==> config.mk <==
export PLATFORM = sky130hd
export DESIGN_NAME = keyboard_mouse_packet_parser_unit
export DESIGN_NICKNAME = d
export VERILOG_FILES = /design/src/kmpp_pkg.sv /design/src/kmpp_front.sv /design/src/kmpp_cmd_fifo.sv /design/src/kmpp_back.sv /design/src/keyboard_mouse_packet_parser_unit.sv
export SDC_FILE = /design/constraint.sdc
export NUM_CORES = 1
export LEC_CHECK = 0
export BUFFER_PORTS_ARGS = -buffer_cell sky130_fd_sc_hd__buf_2
export CAP_MARGIN = 20
export CELL_PAD_IN_SITES_DETAIL_PLACEMENT = 1
export CELL_PAD_IN_SITES_GLOBAL_PLACEMENT = 1
export CORE_MARGIN = 1
export CORE_UTILIZATION = 50
export DETAILED_ROUTE_END_ITERATION = 10
export GPL_ROUTABILITY_DRIVEN = 0
export PLACE_DENSITY_LB_ADDON = 0.08
export SLEW_MARGIN = 25
export SYNTH_ARGS = -nofsm -noshare
export SYNTH_HDL_FRONTEND = slang
export SYNTH_SLANG_ARGS = --single-unit
==> constraint.sdc <==
create_clock -name aclk -period 5.15 [get_ports aclk]
set_input_delay 0.515 -clock aclk [delete_from_list [all_inputs] [get_ports aclk]]
set_output_delay 0.515 -clock aclk [all_outputs]
set_load 0.03 [all_outputs]
==> src/kmpp_pkg.sv <==
// Shared types, codes and helper functions for the keyboard/mouse packet parser.
// No dependencies; every other file of the block imports this package.
package kmpp_pkg;

    // Width of the pending motion accumulators (9 to 32).
    localparam int MOTION_WIDTH = 16;
    // Width of the motion fields on the result stream.
    localparam int MOTION_OUT_W = 16;

    // Command queue between the parsing front and the event back end.
    localparam int CMD_FIFO_DEPTH = 2;
    localparam int CMD_PTR_W      = (CMD_FIFO_DEPTH > 1) ? $clog2(CMD_FIFO_DEPTH) : 1;
    localparam int CMD_CNT_W      = $clog2(CMD_FIFO_DEPTH + 1);

    localparam logic [7:0] KEY_OFFSET_RESET = 8'd8;

    // Stream byte codes.
    localparam logic [7:0] FIRST_HEADER  = 8'hF6;
    localparam logic [7:0] MOUSE_HDR_LO  = 8'hF8;
    localparam logic [7:0] MOUSE_HDR_HI  = 8'hFB;
    localparam logic [7:0] HDR_STATUS    = 8'hF7;
    localparam logic [7:0] HDR_ABS_POS   = 8'hFC;
    localparam logic [7:0] HDR_TIME      = 8'hFD;
    localparam logic [7:0] HDR_JOY0      = 8'hFE;
    localparam logic [7:0] HDR_JOY1      = 8'hFF;

    // Bytes still expected after the header byte.
    localparam logic [2:0] REST_NONE   = 3'd0;
    localparam logic [2:0] REST_MOUSE  = 3'd2;
    localparam logic [2:0] REST_STATUS = 3'd5;
    localparam logic [2:0] REST_ABS    = 3'd6;
    localparam logic [2:0] REST_TIME   = 3'd2;
    localparam logic [2:0] REST_JOY    = 3'd1;

    localparam logic [2:0] REST_DX = 3'd2;
    localparam logic [2:0] REST_DY = 3'd1;

    localparam logic [7:0] BTN_LEFT_CODE  = 8'd1;
    localparam logic [7:0] BTN_RIGHT_CODE = 8'd3;

    typedef enum logic [2:0] {
        KIND_KEY_PRESS   = 3'd0,
        KIND_KEY_RELEASE = 3'd1,
        KIND_BTN_PRESS   = 3'd2,
        KIND_BTN_RELEASE = 3'd3,
        KIND_MOTION      = 3'd4
    } event_kind_t;

    typedef logic signed [MOTION_WIDTH-1:0] motion_t;

    // One parsed byte's worth of events, emitted in field order.
    typedef struct packed {
        logic       has_motion;
        motion_t    motion_x;
        motion_t    motion_y;
        logic       btn1_ev;
        logic       btn1_down;
        logic       btn3_ev;
        logic       btn3_down;
        logic       key_ev;
        logic       key_release;
        logic [7:0] key_code;
    } cmd_t;

    function automatic logic is_mouse_header(input logic [7:0] h);
        return (h >= MOUSE_HDR_LO) && (h <= MOUSE_HDR_HI);
    endfunction

    function automatic logic [2:0] header_rest(input logic [7:0] h);
        logic [2:0] r;
        if (is_mouse_header(h)) begin
            r = REST_MOUSE;
        end else begin
            case (h)
                HDR_STATUS:         r = REST_STATUS;
                HDR_ABS_POS:        r = REST_ABS;
                HDR_TIME:           r = REST_TIME;
                HDR_JOY0, HDR_JOY1: r = REST_JOY;
                default:            r = REST_NONE;
            endcase
        end
        return r;
    endfunction

    // Add a signed byte to an accumulator, clamping at the signed limits.
    function automatic motion_t sat_add(input motion_t acc, input logic [7:0] d);
        logic signed [MOTION_WIDTH:0] sum;
        motion_t                      res;
        sum = {acc[MOTION_WIDTH-1], acc} + {{(MOTION_WIDTH-7){d[7]}}, d};
        if (sum[MOTION_WIDTH] != sum[MOTION_WIDTH-1]) begin
            res = sum[MOTION_WIDTH] ? {1'b1, {(MOTION_WIDTH-1){1'b0}}}
                                    : {1'b0, {(MOTION_WIDTH-1){1'b1}}};
        end else begin
            res = sum[MOTION_WIDTH-1:0];
        end
        return res;
    endfunction

endpackage

==> src/kmpp_front.sv <==
// Parsing front end: accepts stream bytes, tracks packet state and motion,
// and pushes one event command per byte that causes results. Uses kmpp_pkg.
module kmpp_front
    import kmpp_pkg::*;
(
    input  logic       aclk,
    input  logic       aresetn,
    input  logic       s_tvalid,
    output logic       s_tready,
    input  logic [7:0] s_tdata,
    input  logic       s_tuser,
    input  logic [7:0] key_offset,
    output logic       cmd_valid,
    input  logic       cmd_ready,
    output cmd_t       cmd
);

    logic [2:0] bytes_left_reg, bytes_left_next;
    logic [7:0] header_reg, header_next;
    logic [7:0] first_reg, first_next;
    motion_t    pend_dx_reg, pend_dx_next;
    motion_t    pend_dy_reg, pend_dy_next;
    logic [1:0] buttons_reg, buttons_next;

    logic       accept;
    logic       pend_nz;
    logic       mouse;
    motion_t    new_dx, new_dy;
    logic [1:0] diff;

    assign s_tready = cmd_ready;
    assign accept   = s_tvalid && s_tready;
    assign pend_nz  = (pend_dx_reg != '0) || (pend_dy_reg != '0);
    assign mouse    = is_mouse_header(header_reg);
    assign new_dx   = sat_add(pend_dx_reg, first_reg);
    assign new_dy   = sat_add(pend_dy_reg, s_tdata);
    assign diff     = header_reg[1:0] ^ buttons_reg;

    always_comb begin
        bytes_left_next = bytes_left_reg;
        header_next     = header_reg;
        first_next      = first_reg;
        pend_dx_next    = pend_dx_reg;
        pend_dy_next    = pend_dy_reg;
        buttons_next    = buttons_reg;
        cmd             = '0;
        cmd_valid       = 1'b0;
        if (accept) begin
            if (s_tuser) begin
                if (pend_nz) begin
                    cmd.has_motion = 1'b1;
                    cmd.motion_x   = pend_dx_reg;
                    cmd.motion_y   = pend_dy_reg;
                    cmd_valid      = 1'b1;
                    pend_dx_next   = '0;
                    pend_dy_next   = '0;
                end
            end else if (bytes_left_reg != REST_NONE) begin
                if (mouse && bytes_left_reg == REST_DX) begin
                    first_next = s_tdata;
                end else if (mouse && bytes_left_reg == REST_DY) begin
                    buttons_next = header_reg[1:0];
                    if (diff != 2'b00) begin
                        cmd_valid      = 1'b1;
                        cmd.btn1_ev    = diff[1];
                        cmd.btn1_down  = header_reg[1];
                        cmd.btn3_ev    = diff[0];
                        cmd.btn3_down  = header_reg[0];
                        cmd.has_motion = (new_dx != '0) || (new_dy != '0);
                        cmd.motion_x   = new_dx;
                        cmd.motion_y   = new_dy;
                        pend_dx_next   = '0;
                        pend_dy_next   = '0;
                    end else begin
                        // no button change: motion stays pending
                        pend_dx_next = new_dx;
                        pend_dy_next = new_dy;
                    end
                end
                bytes_left_next = bytes_left_reg - 3'd1;
            end else if (s_tdata < FIRST_HEADER) begin
                cmd_valid       = 1'b1;
                cmd.has_motion  = pend_nz;
                cmd.motion_x    = pend_dx_reg;
                cmd.motion_y    = pend_dy_reg;
                cmd.key_ev      = 1'b1;
                cmd.key_release = s_tdata[7];
                cmd.key_code    = {1'b0, s_tdata[6:0]} + key_offset;
                pend_dx_next    = '0;
                pend_dy_next    = '0;
            end else begin
                header_next     = s_tdata;
                bytes_left_next = header_rest(s_tdata);
            end
        end
    end

    always_ff @(posedge aclk) begin
        if (!aresetn) begin
            bytes_left_reg <= REST_NONE;
            header_reg     <= '0;
            first_reg      <= '0;
            pend_dx_reg    <= '0;
            pend_dy_reg    <= '0;
            buttons_reg    <= '0;
        end else begin
            bytes_left_reg <= bytes_left_next;
            header_reg     <= header_next;
            first_reg      <= first_next;
            pend_dx_reg    <= pend_dx_next;
            pend_dy_reg    <= pend_dy_next;
            buttons_reg    <= buttons_next;
        end
    end

endmodule

==> src/kmpp_cmd_fifo.sv <==
// Short command queue between the parsing front and the event back end.
// Register-based, CMD_FIFO_DEPTH entries of cmd_t. Uses kmpp_pkg.
module kmpp_cmd_fifo
    import kmpp_pkg::*;
(
    input  logic aclk,
    input  logic aresetn,
    input  logic push_valid,
    output logic push_ready,
    input  cmd_t push_data,
    output logic pop_valid,
    input  logic pop_ready,
    output cmd_t pop_data
);

    cmd_t                 mem [CMD_FIFO_DEPTH];
    logic [CMD_PTR_W-1:0] wr_ptr_reg, wr_ptr_next;
    logic [CMD_PTR_W-1:0] rd_ptr_reg, rd_ptr_next;
    logic [CMD_CNT_W-1:0] count_reg, count_next;
    logic                 do_push, do_pop;

    assign push_ready = (count_reg != CMD_CNT_W'(CMD_FIFO_DEPTH));
    assign pop_valid  = (count_reg != '0);
    assign pop_data   = mem[rd_ptr_reg];
    assign do_push    = push_valid && push_ready;
    assign do_pop     = pop_valid && pop_ready;

    always_comb begin
        wr_ptr_next = wr_ptr_reg;
        rd_ptr_next = rd_ptr_reg;
        count_next  = count_reg;
        if (do_push) begin
            wr_ptr_next = (wr_ptr_reg == CMD_PTR_W'(CMD_FIFO_DEPTH - 1)) ? '0
                                                                     : wr_ptr_reg + 1'b1;
        end
        if (do_pop) begin
            rd_ptr_next = (rd_ptr_reg == CMD_PTR_W'(CMD_FIFO_DEPTH - 1)) ? '0
                                                                     : rd_ptr_reg + 1'b1;
        end
        if (do_push && !do_pop) begin
            count_next = count_reg + 1'b1;
        end else if (do_pop && !do_push) begin
            count_next = count_reg - 1'b1;
        end
    end

    always_ff @(posedge aclk) begin
        if (do_push) begin
            mem[wr_ptr_reg] <= push_data;
        end
    end

    always_ff @(posedge aclk) begin
        if (!aresetn) begin
            wr_ptr_reg <= '0;
            rd_ptr_reg <= '0;
            count_reg  <= '0;
        end else begin
            wr_ptr_reg <= wr_ptr_next;
            rd_ptr_reg <= rd_ptr_next;
            count_reg  <= count_next;
        end
    end

endmodule

==> src/kmpp_back.sv <==
// Event back end: takes commands from the queue and expands each into one to
// three result transfers through a registered output stage. Uses kmpp_pkg.
module kmpp_back
    import kmpp_pkg::*;
(
    input  logic        aclk,
    input  logic        aresetn,
    input  logic        cmd_valid,
    output logic        cmd_ready,
    input  cmd_t        cmd,
    output logic        m_tvalid,
    input  logic        m_tready,
    output logic [39:0] m_tdata,
    output logic [2:0]  m_tuser,
    output logic        m_tlast
);

    cmd_t        cur_reg, cur_next;
    logic        cur_valid_reg, cur_valid_next;
    logic        m_valid_reg, m_valid_next;
    event_kind_t kind_reg, kind_next;
    logic [7:0]  code_reg, code_next;
    logic [MOTION_OUT_W-1:0] mx_reg, mx_next;
    logic [MOTION_OUT_W-1:0] my_reg, my_next;
    logic        last_reg, last_next;

    logic        slot_free;
    logic        emit;
    cmd_t        rem;
    logic        rem_any;
    motion_t     cur_mx, cur_my;

    assign slot_free = !m_valid_reg || m_tready;
    assign emit      = cur_valid_reg && slot_free;
    assign cur_mx    = cur_reg.motion_x;
    assign cur_my    = cur_reg.motion_y;

    // Pick the next event of the current command: motion, button 1,
    // button 3, key; drop it from the remaining set.
    always_comb begin
        rem       = cur_reg;
        kind_next = kind_reg;
        code_next = code_reg;
        mx_next   = mx_reg;
        my_next   = my_reg;
        if (cur_reg.has_motion) begin
            rem.has_motion = 1'b0;
            kind_next      = KIND_MOTION;
            code_next      = '0;
            mx_next        = MOTION_OUT_W'(cur_mx);
            my_next        = MOTION_OUT_W'(cur_my);
        end else if (cur_reg.btn1_ev) begin
            rem.btn1_ev = 1'b0;
            kind_next   = cur_reg.btn1_down ? KIND_BTN_PRESS : KIND_BTN_RELEASE;
            code_next   = BTN_LEFT_CODE;
            mx_next     = '0;
            my_next     = '0;
        end else if (cur_reg.btn3_ev) begin
            rem.btn3_ev = 1'b0;
            kind_next   = cur_reg.btn3_down ? KIND_BTN_PRESS : KIND_BTN_RELEASE;
            code_next   = BTN_RIGHT_CODE;
            mx_next     = '0;
            my_next     = '0;
        end else begin
            rem.key_ev = 1'b0;
            kind_next  = cur_reg.key_release ? KIND_KEY_RELEASE : KIND_KEY_PRESS;
            code_next  = cur_reg.key_code;
            mx_next    = '0;
            my_next    = '0;
        end
        rem_any   = rem.has_motion || rem.btn1_ev || rem.btn3_ev || rem.key_ev;
        last_next = !rem_any;
    end

    always_comb begin
        cur_next       = cur_reg;
        cur_valid_next = cur_valid_reg;
        cmd_ready      = 1'b0;
        m_valid_next   = m_valid_reg;
        if (emit) begin
            cur_next       = rem;
            cur_valid_next = rem_any;
        end
        if (slot_free) begin
            m_valid_next = emit;
        end
        // refill the current command as soon as it runs dry
        if (!cur_valid_next && cmd_valid) begin
            cmd_ready      = 1'b1;
            cur_next       = cmd;
            cur_valid_next = 1'b1;
        end
    end

    always_ff @(posedge aclk) begin
        cur_reg <= cur_next;
        if (emit) begin
            kind_reg <= kind_next;
            code_reg <= code_next;
            mx_reg   <= mx_next;
            my_reg   <= my_next;
            last_reg <= last_next;
        end
    end

    always_ff @(posedge aclk) begin
        if (!aresetn) begin
            cur_valid_reg <= 1'b0;
            m_valid_reg   <= 1'b0;
        end else begin
            cur_valid_reg <= cur_valid_next;
            m_valid_reg   <= m_valid_next;
        end
    end

    assign m_tvalid = m_valid_reg;
    assign m_tdata  = {my_reg, mx_reg, code_reg};
    assign m_tuser  = kind_reg;
    assign m_tlast  = last_reg;

endmodule

==> src/keyboard_mouse_packet_parser_unit.sv <==
// Keyboard/mouse packet parser, top level. The first result of a byte passes
// through the command queue and the current-command register into the output register.
// Throughput: one byte per cycle while the command queue has room, one result per
// cycle while m_tready is high; a byte with several results holds the output until all are sent.
// The output side, emitting one event per cycle, then sets the rate.
// Reset (aresetn, synchronous, low): no open packet, no motion, buttons up.
module keyboard_mouse_packet_parser_unit
    import kmpp_pkg::*;
(
    input  logic        aclk,
    input  logic        aresetn,
    // input stream
    input  logic        s_tvalid,
    output logic        s_tready,
    input  logic [7:0]  s_tdata,   // [7:0] data_byte
    input  logic        s_tuser,   // [0] func: 1 = flush pending motion
    // result stream
    output logic        m_tvalid,
    input  logic        m_tready,
    output logic [39:0] m_tdata,   // [7:0] event_code, [23:8] motion_x, [39:24] motion_y
    output logic [2:0]  m_tuser,   // [2:0] event_kind
    output logic        m_tlast,   // last result caused by one input transfer
    // key_offset register write
    input  logic        cfg_valid,
    output logic        cfg_ready,
    input  logic [7:0]  cfg_data
);

    // Key offset register: always writable, takes effect on the next byte.
    logic [7:0] key_offset_reg, key_offset_next;

    logic cmd_push_valid, cmd_push_ready;
    cmd_t cmd_push;
    logic cmd_pop_valid, cmd_pop_ready;
    cmd_t cmd_pop;

    assign cfg_ready       = 1'b1;
    assign key_offset_next = (cfg_valid && cfg_ready) ? cfg_data : key_offset_reg;

    always_ff @(posedge aclk) begin
        if (!aresetn) begin
            key_offset_reg <= KEY_OFFSET_RESET;
        end else begin
            key_offset_reg <= key_offset_next;
        end
    end

    // Front: parse bytes, hold packet and motion state, build one command per
    // byte that has events.
    kmpp_front u_front (
        .aclk       (aclk),
        .aresetn    (aresetn),
        .s_tvalid   (s_tvalid),
        .s_tready   (s_tready),
        .s_tdata    (s_tdata),
        .s_tuser    (s_tuser),
        .key_offset (key_offset_reg),
        .cmd_valid  (cmd_push_valid),
        .cmd_ready  (cmd_push_ready),
        .cmd        (cmd_push)
    );

    // Queue: lets the front keep taking bytes while the back end drains
    // multi-event commands or waits on m_tready.
    kmpp_cmd_fifo u_fifo (
        .aclk       (aclk),
        .aresetn    (aresetn),
        .push_valid (cmd_push_valid),
        .push_ready (cmd_push_ready),
        .push_data  (cmd_push),
        .pop_valid  (cmd_pop_valid),
        .pop_ready  (cmd_pop_ready),
        .pop_data   (cmd_pop)
    );

    // Back end: expand each command into result transfers, in order.
    kmpp_back u_back (
        .aclk      (aclk),
        .aresetn   (aresetn),
        .cmd_valid (cmd_pop_valid),
        .cmd_ready (cmd_pop_ready),
        .cmd       (cmd_pop),
        .m_tvalid  (m_tvalid),
        .m_tready  (m_tready),
        .m_tdata   (m_tdata),
        .m_tuser   (m_tuser),
        .m_tlast   (m_tlast)
    );

endmodule

[Word level (Yosys, flattened, before mapping)]
Memory sizes are Yosys's and may differ from the RTL's. A register that Yosys moved wholly into a read port is not among the register bits.
Cells that the tools add are included.
Word-level totals
  register bits: 158
  memory bits (writable): 94
  output and inout port bits: 47
  word-level logic and storage cells: 167
  memories: 1
Operators by class
  add/sub/neg operators: 8
  $lt $le $gt $ge: 5
  eq/ne operators: 14
  muxes and demuxes: 66
  bitwise operators: 5
  reduce and logical (&&, ||, !) cells: 39
Memories
  u_fifo.mem: depth 2, width 47, rd ports 1, clocked after Yosys merged registers in 1, wr ports 1, line kmpp_cmd_fifo.sv:16  | cmd_t mem [CMD_FIFO_DEPTH];
Operators with widths (number)
  2-to-1 mux 16 bit: 16
  2-to-1 mux 47 bit: 3
  2-to-1 mux 33 bit: 4
  2-to-1 mux 37 bit: 3
  nonzero test 16 bit: 4
  equality test 8 bit (second input constant): 5
  adder 16 x 8 -> 17 bit: 2
  2-to-1 mux 1 bit: 27
  2-to-1 mux 10 bit: 2
  greater-or-equal comparator 8 bit (second input constant): 2
  less-or-equal comparator 8 bit (second input constant): 2
  2-to-1 mux 3 bit: 5
  2-to-1 mux 14 bit: 1
  case mux 3 bit (4 select lines): 1
  logical AND 1 bit: 11
  AND reduction 5 bit: 2
  adder 7 x 8 -> 8 bit: 1
  less-than comparator 8 bit (second input constant): 1
  AND reduction 4 bit: 2
  nonzero test 2 bit: 4
  2-to-1 mux 2 bit: 3
  inequality test 3 bit (second input constant): 2
  nonzero test 3 bit: 2
  logical NOT 1 bit: 5
  16 further kinds: 27

[Logic depth before layout (Yosys ltp)]
Gate-level depths: netlist of run 1.
  depth in word-level cells: 13
  depth in mapped cells: 12
  depth with buffers taken out: 11

[By module]
A second synthesis of run 1 with hierarchy kept.
Unflattened totals
  cell total of the unflattened synthesis: 1112
  area, all modules: 12792.3 µm²
By module, submodules not included
  kmpp_front: times used 1, cells an instance 689, area an instance 5230.0 µm², seq. area each 1061.0 µm²
  kmpp_cmd_fifo: times used 1, cells an instance 170, area an instance 3638.5 µm², seq. area each 2922.8 µm²
  kmpp_back: times used 1, cells an instance 226, area an instance 3613.5 µm², seq. area each 2772.7 µm²
  keyboard_mouse_packet_parser_unit: times used 1, cells an instance 27, area an instance 310.3 µm², seq. area each 160.2 µm²

[Worst setup path before layout of run 1]
OpenSTA, ideal clock, no wires.
  path type: register -> register
  from: reg u_front.bytes_left_reg[0]
  to: mem u_fifo.mem[0][0] (netlist name), enable pin
  library setup time: 458 ps
  arrival time: 3996 ps
  data required time: 4692 ps
  path slack: 695 ps
  cell stages (with the launch flop): 9
  clock period less this slack: 4455 ps
  cell sequence: dfxtp_1 inv_1 ha_1 nand4bb_1 or3_1 nor2_1 nand2_1 a21oi_1 nor2b_1
Between the ends
  longest elaborated chain between the ends: 10
  elaborated cells between the ends (all ways): 13
  those cells by class: 2 x eq/ne; 7 x mux; 4 x reduce/logical
Ends and longest elaborated chain
  start, declared: line kmpp_front.sv:18  | logic [2:0] bytes_left_reg, bytes_left_next;
  start signal, assigned: line kmpp_front.sv:107  | bytes_left_reg <= bytes_left_next;
  equality test 3 x 1 -> 1 bit: line kmpp_front.sv:61  | end else if (mouse && bytes_left_reg == REST_DY) begin
  logical AND 1 bit: line kmpp_front.sv:61
  2-to-1 mux 1 bit: line kmpp_front.sv:61
  2-to-1 mux 1 bit: line kmpp_front.sv:59  | if (mouse && bytes_left_reg == REST_DX) begin
  2-to-1 mux 1 bit (*): line kmpp_front.sv:58  | end else if (bytes_left_reg != REST_NONE) begin
  2-to-1 mux 1 bit (*): line kmpp_front.sv:49  | if (s_tuser) begin
  2-to-1 mux 1 bit (*): line kmpp_front.sv:48  | if (accept) begin
  logical AND 1 bit (*): line kmpp_cmd_fifo.sv:25  | assign do_push = push_valid && push_ready;
  net u_fifo.do_push: line kmpp_cmd_fifo.sv:20  | logic do_push, do_pop;
  2-to-1 mux 1 bit (*): line kmpp_cmd_fifo.sv:48  | if (do_push) begin
  2-to-1 mux 1 bit (not written as such) (*): line kmpp_cmd_fifo.sv:49  | mem[wr_ptr_reg] <= push_data;
  end, declared: line kmpp_cmd_fifo.sv:16
The timed path passes the listed nets; every way through them passes the cells marked *.

==> flow_metrics.py, run 1 <==
metrics = {
    "status": {
        "status": "finished, final reports clean",
    },
    "sta": {
        "layout_min_cycle_time_ps": 3890,
        "fmax_mhz": 257,
        "hold_viol": 0,
        "max_slew_margin_pct": 35.2,
        "skew_ps": 12.0,
        "fin_crit_sh_pct": 75.6,
        "tns_ps": 0,
        "setup_viol": 0,
        "rsz0062_at_grt": "false",
        "worst_pin_slew_ps": 972,
        "hold_ws_ps": 212,
        "slew_viol_final": 0,
    },
    "grt": {
        "grt_pass1_vias": 9029,
        "antenna_found_initial": 0,
        "grt_max_degree": 69,
        "overflow": 0,
        "grt_util_all_layers_pct": 24.6,
        "grt_pass1_wl_mm": 50.5,
    },
    "synth": {
        "synth.distinct_cells": 77,
        "syn_inst": 1146,
        "synth_edf_count": 185,
        "synth_nets": 1215,
        "async_flop_share_pct": 0,
        "ys_dominant_reg_cell": "edfxtp_1",
        "seq_area_frac_synth_pct": 54.2,
        "synth_seq_cells": 253,
        "yosysWarnings": 0,
        "syn_area_mm2": 0.0128,
        "synth.avg_cell_area_um2": 11.1,
    },
    "run": {
        "drv_cap": 0,
    },
    "power_and_ir_drop": {
        "peakVddDrop_uv": 380,
        "leakagePower_nw": 5.20,
        "p_per_area_mw_per_mm2": 427,
    },
    "critical_path": {
        "cp_cell_sequence": "ha_1 > o21ai_0 > o211ai_1 > a31oi_1 > and2_1 > a31oi_4 > a31oi_1 > a21oi_1 > o21ai_0",
        "cpPeakStageDelay_ps": 610,
        "cp-start-kind": "flop",
        "cp_max_fo": 10,
        "slowest_stage": "dfxtp_1",
        "cp-end-kind": "flop",
        "required_ps": 5430,
        "path_class": "flop to flop",
        "critPathArrivalTime_ps": 4170,
    },
    "finish": {
        "nets": 1268,
        "layout_commonest_cell": "edfxtp_1",
        "layout_common_cells": "185 x edfxtp_1, 109 x nor2_1, 68 x mux2i_1, 67 x dfxtp_1, 66 x buf_2",
        "postLayoutCellArea_mm2": 0.0143,
        "fin_cells": 1547,
        "area_growth_pct": 11.7,
        "drive_gt1_share_pct": 12.5,
        "antenna_cells": 0,
        "largest_reg_flops": 94,
        "regMostFlops": "u_fifo.mem",
    },
    "placement": {
        "port-buffer-count": 67,
        "dp.cells": 1499,
        "place_area_mm2": 0.0134,
        "dp_hpwl_mm": 22.7,
    },
    "clock_network": {
        "clockBufferDepth": 3,
        "post-cts-setup-buffers": 0,
        "cts_resized": 0,
        "cts_tree": "done",
        "hold_buffers": 0,
        "cts.sinks": 253,
        "clkSlewWorstSetupHoldPaths_ps": 70,
        "numCtsBuffers": 27,
        "clkLatencyLatePin_ps": 530,
        "h-tree-depth": 1,
        "cts-root-buf": "clkbuf_16",
    },
    "floorplan": {
        "die-area_mm2": 0.0262,
        "io_pins": 69,
        "rows": 58,
        "initial_core_util_pct": 50.8,
        "coreArea_mm2": 0.0251,
        "die_h_um": 162,
        "dieWidth_um": 162,
    },
    "routing": {
        "firstDrtPassIters": 7,
        "drt_iter0_drc": 634,
        "routedWlPerCell_um": 20.5,
        "drt-vias-per-instance": 5.90,
        "drc": 0,
        "vias": 9122,
        "ant_nets": 0,
        "routed_wl_mm": 31.7,
    },
    "worst_hold_path": {
        "hp-class": "input port to flop",
    },
}
[worst max-delay path: cells and delay by family, from the launching register on]
kind / cells / cell delay, ps
AND/OR/NAND/NOR: 1 / 510
AO/OA/AOI/OAI: 7 / 2120
flip-flops: 1 / 610
adder cells (fa/ha/maj): 1 / 380
[final cells by class]
class | count | area [um2]
multi-input combinational | 812 | 5580
inverter | 25 | 93.8
clock inverter | 9 | 52.6
tap | 330 | 413
clock buffer | 38 | 747
sequential | 253 | 6920
timing repair buffer | 80 | 455
fill | 2713 | 10900
[stage by stage]
step	power [mW]	utilization [%]	setup WS, ps
after global placement	4.29	53.4	1270
final	6.09	56.8	1260
after CTS	6.16	56.6	1340
after floorplan	3.94	-	695
after detailed placement	4.37	53.5	1140
after global routing	6.38	56.8	969
[cell families (layout without fill, tap and decap cells)]
kind of cell	Yosys count	count (layout)	synth area share, %
AOI/OAI and AO/OA	280	280	15.2
xor gates and xnor gates	28	28	1.92
adders and majority gates	51	51	5.10
buffers and inverters	81	152	2.56
DFF	253	253	54.2
muxes	70	70	5.51
other	1	1	0.0294
and+or+nand+nor	382	382	15.5
[report_power, final]
group	switching [mW]	total (mW)	internal (mW)	leakage [nW]
combinational	1.01	1.47	0.456	2.51
sequential	0.125	2.87	2.75	2.30
clock	0.748	1.75	1.01	0.393
[path summary, 6_finish.rpt]
check | cells after the start | from | end | slack [ps]
max | 9 | u_front.first_reg[7] | u_fifo.mem[0][35] | 1260
min | 3 | cfg_data[3] | key_offset_reg[3] | 210
max reg2reg | 9 | u_front.first_reg[7] | u_fifo.mem[0][35] | 1260
min reg2reg | 1 | u_front.header_reg[4] | u_front.header_reg[4] | 480
[routing by layer]
layer	wire, um	global-route usage [%]	vias to the layer above
met2	14800	39.6	223
met5	0	0	-
met4	708	6.95	0
met3	1380	2.81	47
li1	-	-	4380
met1	14800	35.0	4472
[synthesized netlist by cell type (4+ instances only)]
cell type | number | share of area (%)
edfxtp_1 | 185 | 44
nor2_1 | 110 | 3.2
dfxtp_1 | 68 | 11
mux2i_1 | 68 | 5.3
nand2_1 | 63 | 1.9
a21oi_1 | 62 | 2.4
nor2b_1 | 58 | 2.8
and2_1 | 49 | 2.4
clkbuf_1 | 45 | 1.3
ha_1 | 44 | 4.3
o21ai_0 | 37 | 1.5
a22oi_1 | 32 | 1.9
inv_1 | 25 | 0.74
o211ai_1 | 22 | 1.3
a211oi_1 | 18 | 1.1
xnor2_1 | 18 | 1.2
and3_1 | 14 | 0.69
a21o_1 | 13 | 0.76
nand3_1 | 13 | 0.51
a21boi_0 | 12 | 0.71
a31oi_1 | 11 | 0.54
nor3_1 | 11 | 0.43
nor4_1 | 11 | 0.54
o21a_1 | 10 | 0.59
xor2_1 | 10 | 0.69
buf_2 | 9 | 0.35
nand2b_1 | 9 | 0.44
nand4_1 | 9 | 0.44
or2_2 | 9 | 0.44
a22o_1 | 7 | 0.48
nor3b_1 | 7 | 0.41
o21ai_1 | 5 | 0.20
a21oi_2 | 4 | 0.27
a221oi_1 | 4 | 0.27
a41oi_1 | 4 | 0.27
maj3_1 | 4 | 0.31
nand4b_1 | 4 | 0.27
o21bai_1 | 4 | 0.24
or3_1 | 4 | 0.20
Power figures use the tool's default switching activity.
==> inputs of run 2 (changes only) <==
==> constraint.sdc (replaced) <==
create_clock -name aclk -period 3.8 [get_ports aclk]
set_input_delay 0.38 -clock aclk [delete_from_list [all_inputs] [get_ports aclk]]
set_output_delay 0.38 -clock aclk [all_outputs]
set_load 0.03 [all_outputs]
==> run 2 against run 1 <==
Sequential share of layout area shrank 0.99 points; the flow now finishes with violations (design-rule violations); worst setup slack worse by 1100 ps; global-route usage grew 1.1 points; combinational power increased by 34%; clock power rose by 49%; die area is the same; sequential power increased by 39%; sequential cell count unchanged; cell area increased by 2.1%; clock skew rose by 5.7 ps; via count is 1.6% higher.
==> flow_metrics.py, run 2 (synthesized netlist as in run 1, its figures left out) <==
metrics = {
    "floorplan": {
        "coreArea_mm2": 0.0251,
        "die_h_um": 162,
        "io_pins": 69,
        "die-area_mm2": 0.0262,
        "rows": 58,
        "initial_core_util_pct": 50.8,
        "dieWidth_um": 162,
    },
    "routing": {
        "routedWlPerCell_um": 21.1,
        "ant_nets": 0,
        "drt_iter0_drc": 670,
        "routed_wl_mm": 33.2,
        "drc": 2,
        "vias": 9271,
        "firstDrtPassIters": 8,
        "drt-vias-per-instance": 5.89,
    },
    "critical_path": {
        "cp-start-kind": "flop",
        "slowest_stage": "dfxtp_1",
        "path_class": "flop to flop",
        "cp_max_fo": 10,
        "cpPeakStageDelay_ps": 580,
        "cp-end-kind": "flop",
        "crit_top_cell": "a21oi_1",
        "required_ps": 4090,
        "critPathArrivalTime_ps": 3900,
        "cp_cell_sequence": "ha_1 > o21ai_0 > o211ai_1 > a31oi_1 > and2_2 > a31oi_4 > a21oi_1 > a21oi_1 > nor3_1",
    },
    "clock_network": {
        "post-cts-setup-buffers": 0,
        "cts.sinks": 253,
        "clkSlewWorstSetupHoldPaths_ps": 60,
        "cts_tree": "done",
        "clockBufferDepth": 3,
        "clkLatencyLatePin_ps": 530,
        "hold_buffers": 0,
        "cts-root-buf": "clkbuf_16",
        "numCtsBuffers": 26,
        "h-tree-depth": 1,
    },
    "sta": {
        "skew_ps": 17.7,
        "hold_ws_ps": 92.1,
        "setup_viol": 0,
        "fin_crit_sh_pct": 94.9,
        "max_slew_margin_pct": 33.3,
        "rsz0062_at_grt": "false",
        "slew_viol_final": 0,
        "hold_viol": 0,
        "worst_slack_ps": 194,
        "fmax_mhz": 277,
        "layout_min_cycle_time_ps": 3610,
        "tns_ps": 0,
        "worst_pin_slew_ps": 1000,
    },
    "run": {
        "drv_cap": 0,
    },
    "status": {
        "violations": "design-rule violations",
        "status": "finished, violations left",
    },
    "grt": {
        "grt_max_degree": 48,
        "antenna_found_initial": 0,
        "grt_util_all_layers_pct": 25.6,
        "grt_pass1_vias": 9141,
        "overflow": 0,
        "grt_pass1_wl_mm": 52.4,
    },
    "power_and_ir_drop": {
        "p_clk_share_pct": 30.4,
        "switching_share_pct": 30.7,
        "leakagePower_nw": 5.37,
        "sequentialPowerShare_pct": 46.5,
        "power.switching_mw": 2.62,
        "p_per_area_mw_per_mm2": 587,
        "p_comb_share_pct": 23.1,
        "peakVddDrop_uv": 485,
        "intPower_mw": 5.92,
    },
    "finish": {
        "area_growth_pct": 14.0,
        "regMostFlops": "u_fifo.mem",
        "antenna_cells": 0,
        "fin_cells": 1573,
        "layout_commonest_cell": "edfxtp_1",
        "layout_common_cells": "185 x edfxtp_1, 110 x nor2_1, 68 x mux2i_1, 67 x buf_2, 67 x dfxtp_1",
        "postLayoutCellArea_mm2": 0.0146,
        "nets": 1292,
        "num-fill-cells": 2719,
        "largest_reg_flops": 94,
        "drive_gt1_share_pct": 14.6,
    },
    "placement": {
        "dp.cells": 1525,
        "dp_slack_ps": 146,
        "place_area_mm2": 0.0137,
        "port-buffer-count": 67,
        "dp_hpwl_mm": 23.9,
    },
    "worst_hold_path": {
        "hp-class": "input port to flop",
    },
}
==> run 2: cell count changes in the layout (fill, tap and decap cells not counted), sizes merged <==
cell and change:
bufinv +2, buf +25, inv +2, clkinv -3
==> run 2: worst max-delay path, delay by kind of cell (launching register included) <==
kind,cells,cell delay [ps]
adders and majority gates,1,380
DFF,1,580
and+or+nand+nor,2,720
AOI/OAI and AO/OA,6,1690
==> run 2: power groups by stage <==
stage / Sequential, mW / Combinational (mW) / Clock [mW]
global placement: 3.99 / 1.87 / 0
global route: 4.03 / 2.14 / 2.74
floorplan: 4.22 / 1.11 / 0
finish: 3.98 / 1.97 / 2.60
CTS: 3.99 / 1.99 / 2.64
detailed placement: 4.03 / 1.95 / 0
==> run 2: layer usage <==
layer | GRT usage [%] | part of all wire [%] | up-vias | routed length [um]
li1 | - | - | 4438 | -
met1 | 36.3 | 47 | 4588 | 15500
met2 | 42.1 | 47 | 202 | 15700
met3 | 3.29 | 4.2 | 43 | 1380
met4 | 5.79 | 1.9 | 0 | 618
met5 | 0 | 0 | - | 0
==> run 2: per-stage QoR <==
stage	util (%)	power, mW
after detailed placement	54.4	5.99
final	58.0	8.55
after CTS	57.9	8.62
after floorplan	-	5.34
after global routing	58.0	8.91
after global placement	54.4	5.86
==> run 2: worst paths after layout <==
kind	start	end	slack, ps	cells past startpoint
setup / recovery	u_front.first_reg[7]	u_fifo.mem[1][44]	190	9
hold / removal	cfg_data[3]	key_offset_reg[3]	90	3
setup reg to reg	u_front.first_reg[7]	u_fifo.mem[1][44]	190	9
hold reg to reg	u_front.header_reg[7]	u_front.header_reg[7]	470	1
==> run 2: final cells by class <==
class                   instances  area, um2  area share (%)
repair buffers                105        671            4.61
multi-input cells             812       5570            38.3
clock inverters                10        108           0.739
flip-flops and latches        253       6920            47.5
clock buffers                  38        777            5.34
well taps                     330        413            2.84
inverters                      25       93.8           0.645
==> run 2: repair_timing <==
action                                  in CTS  in global routing
endpoints found under the setup margin       0                 10
hold endpoints to repair                     0                  0
gates resized for setup                      0                  4
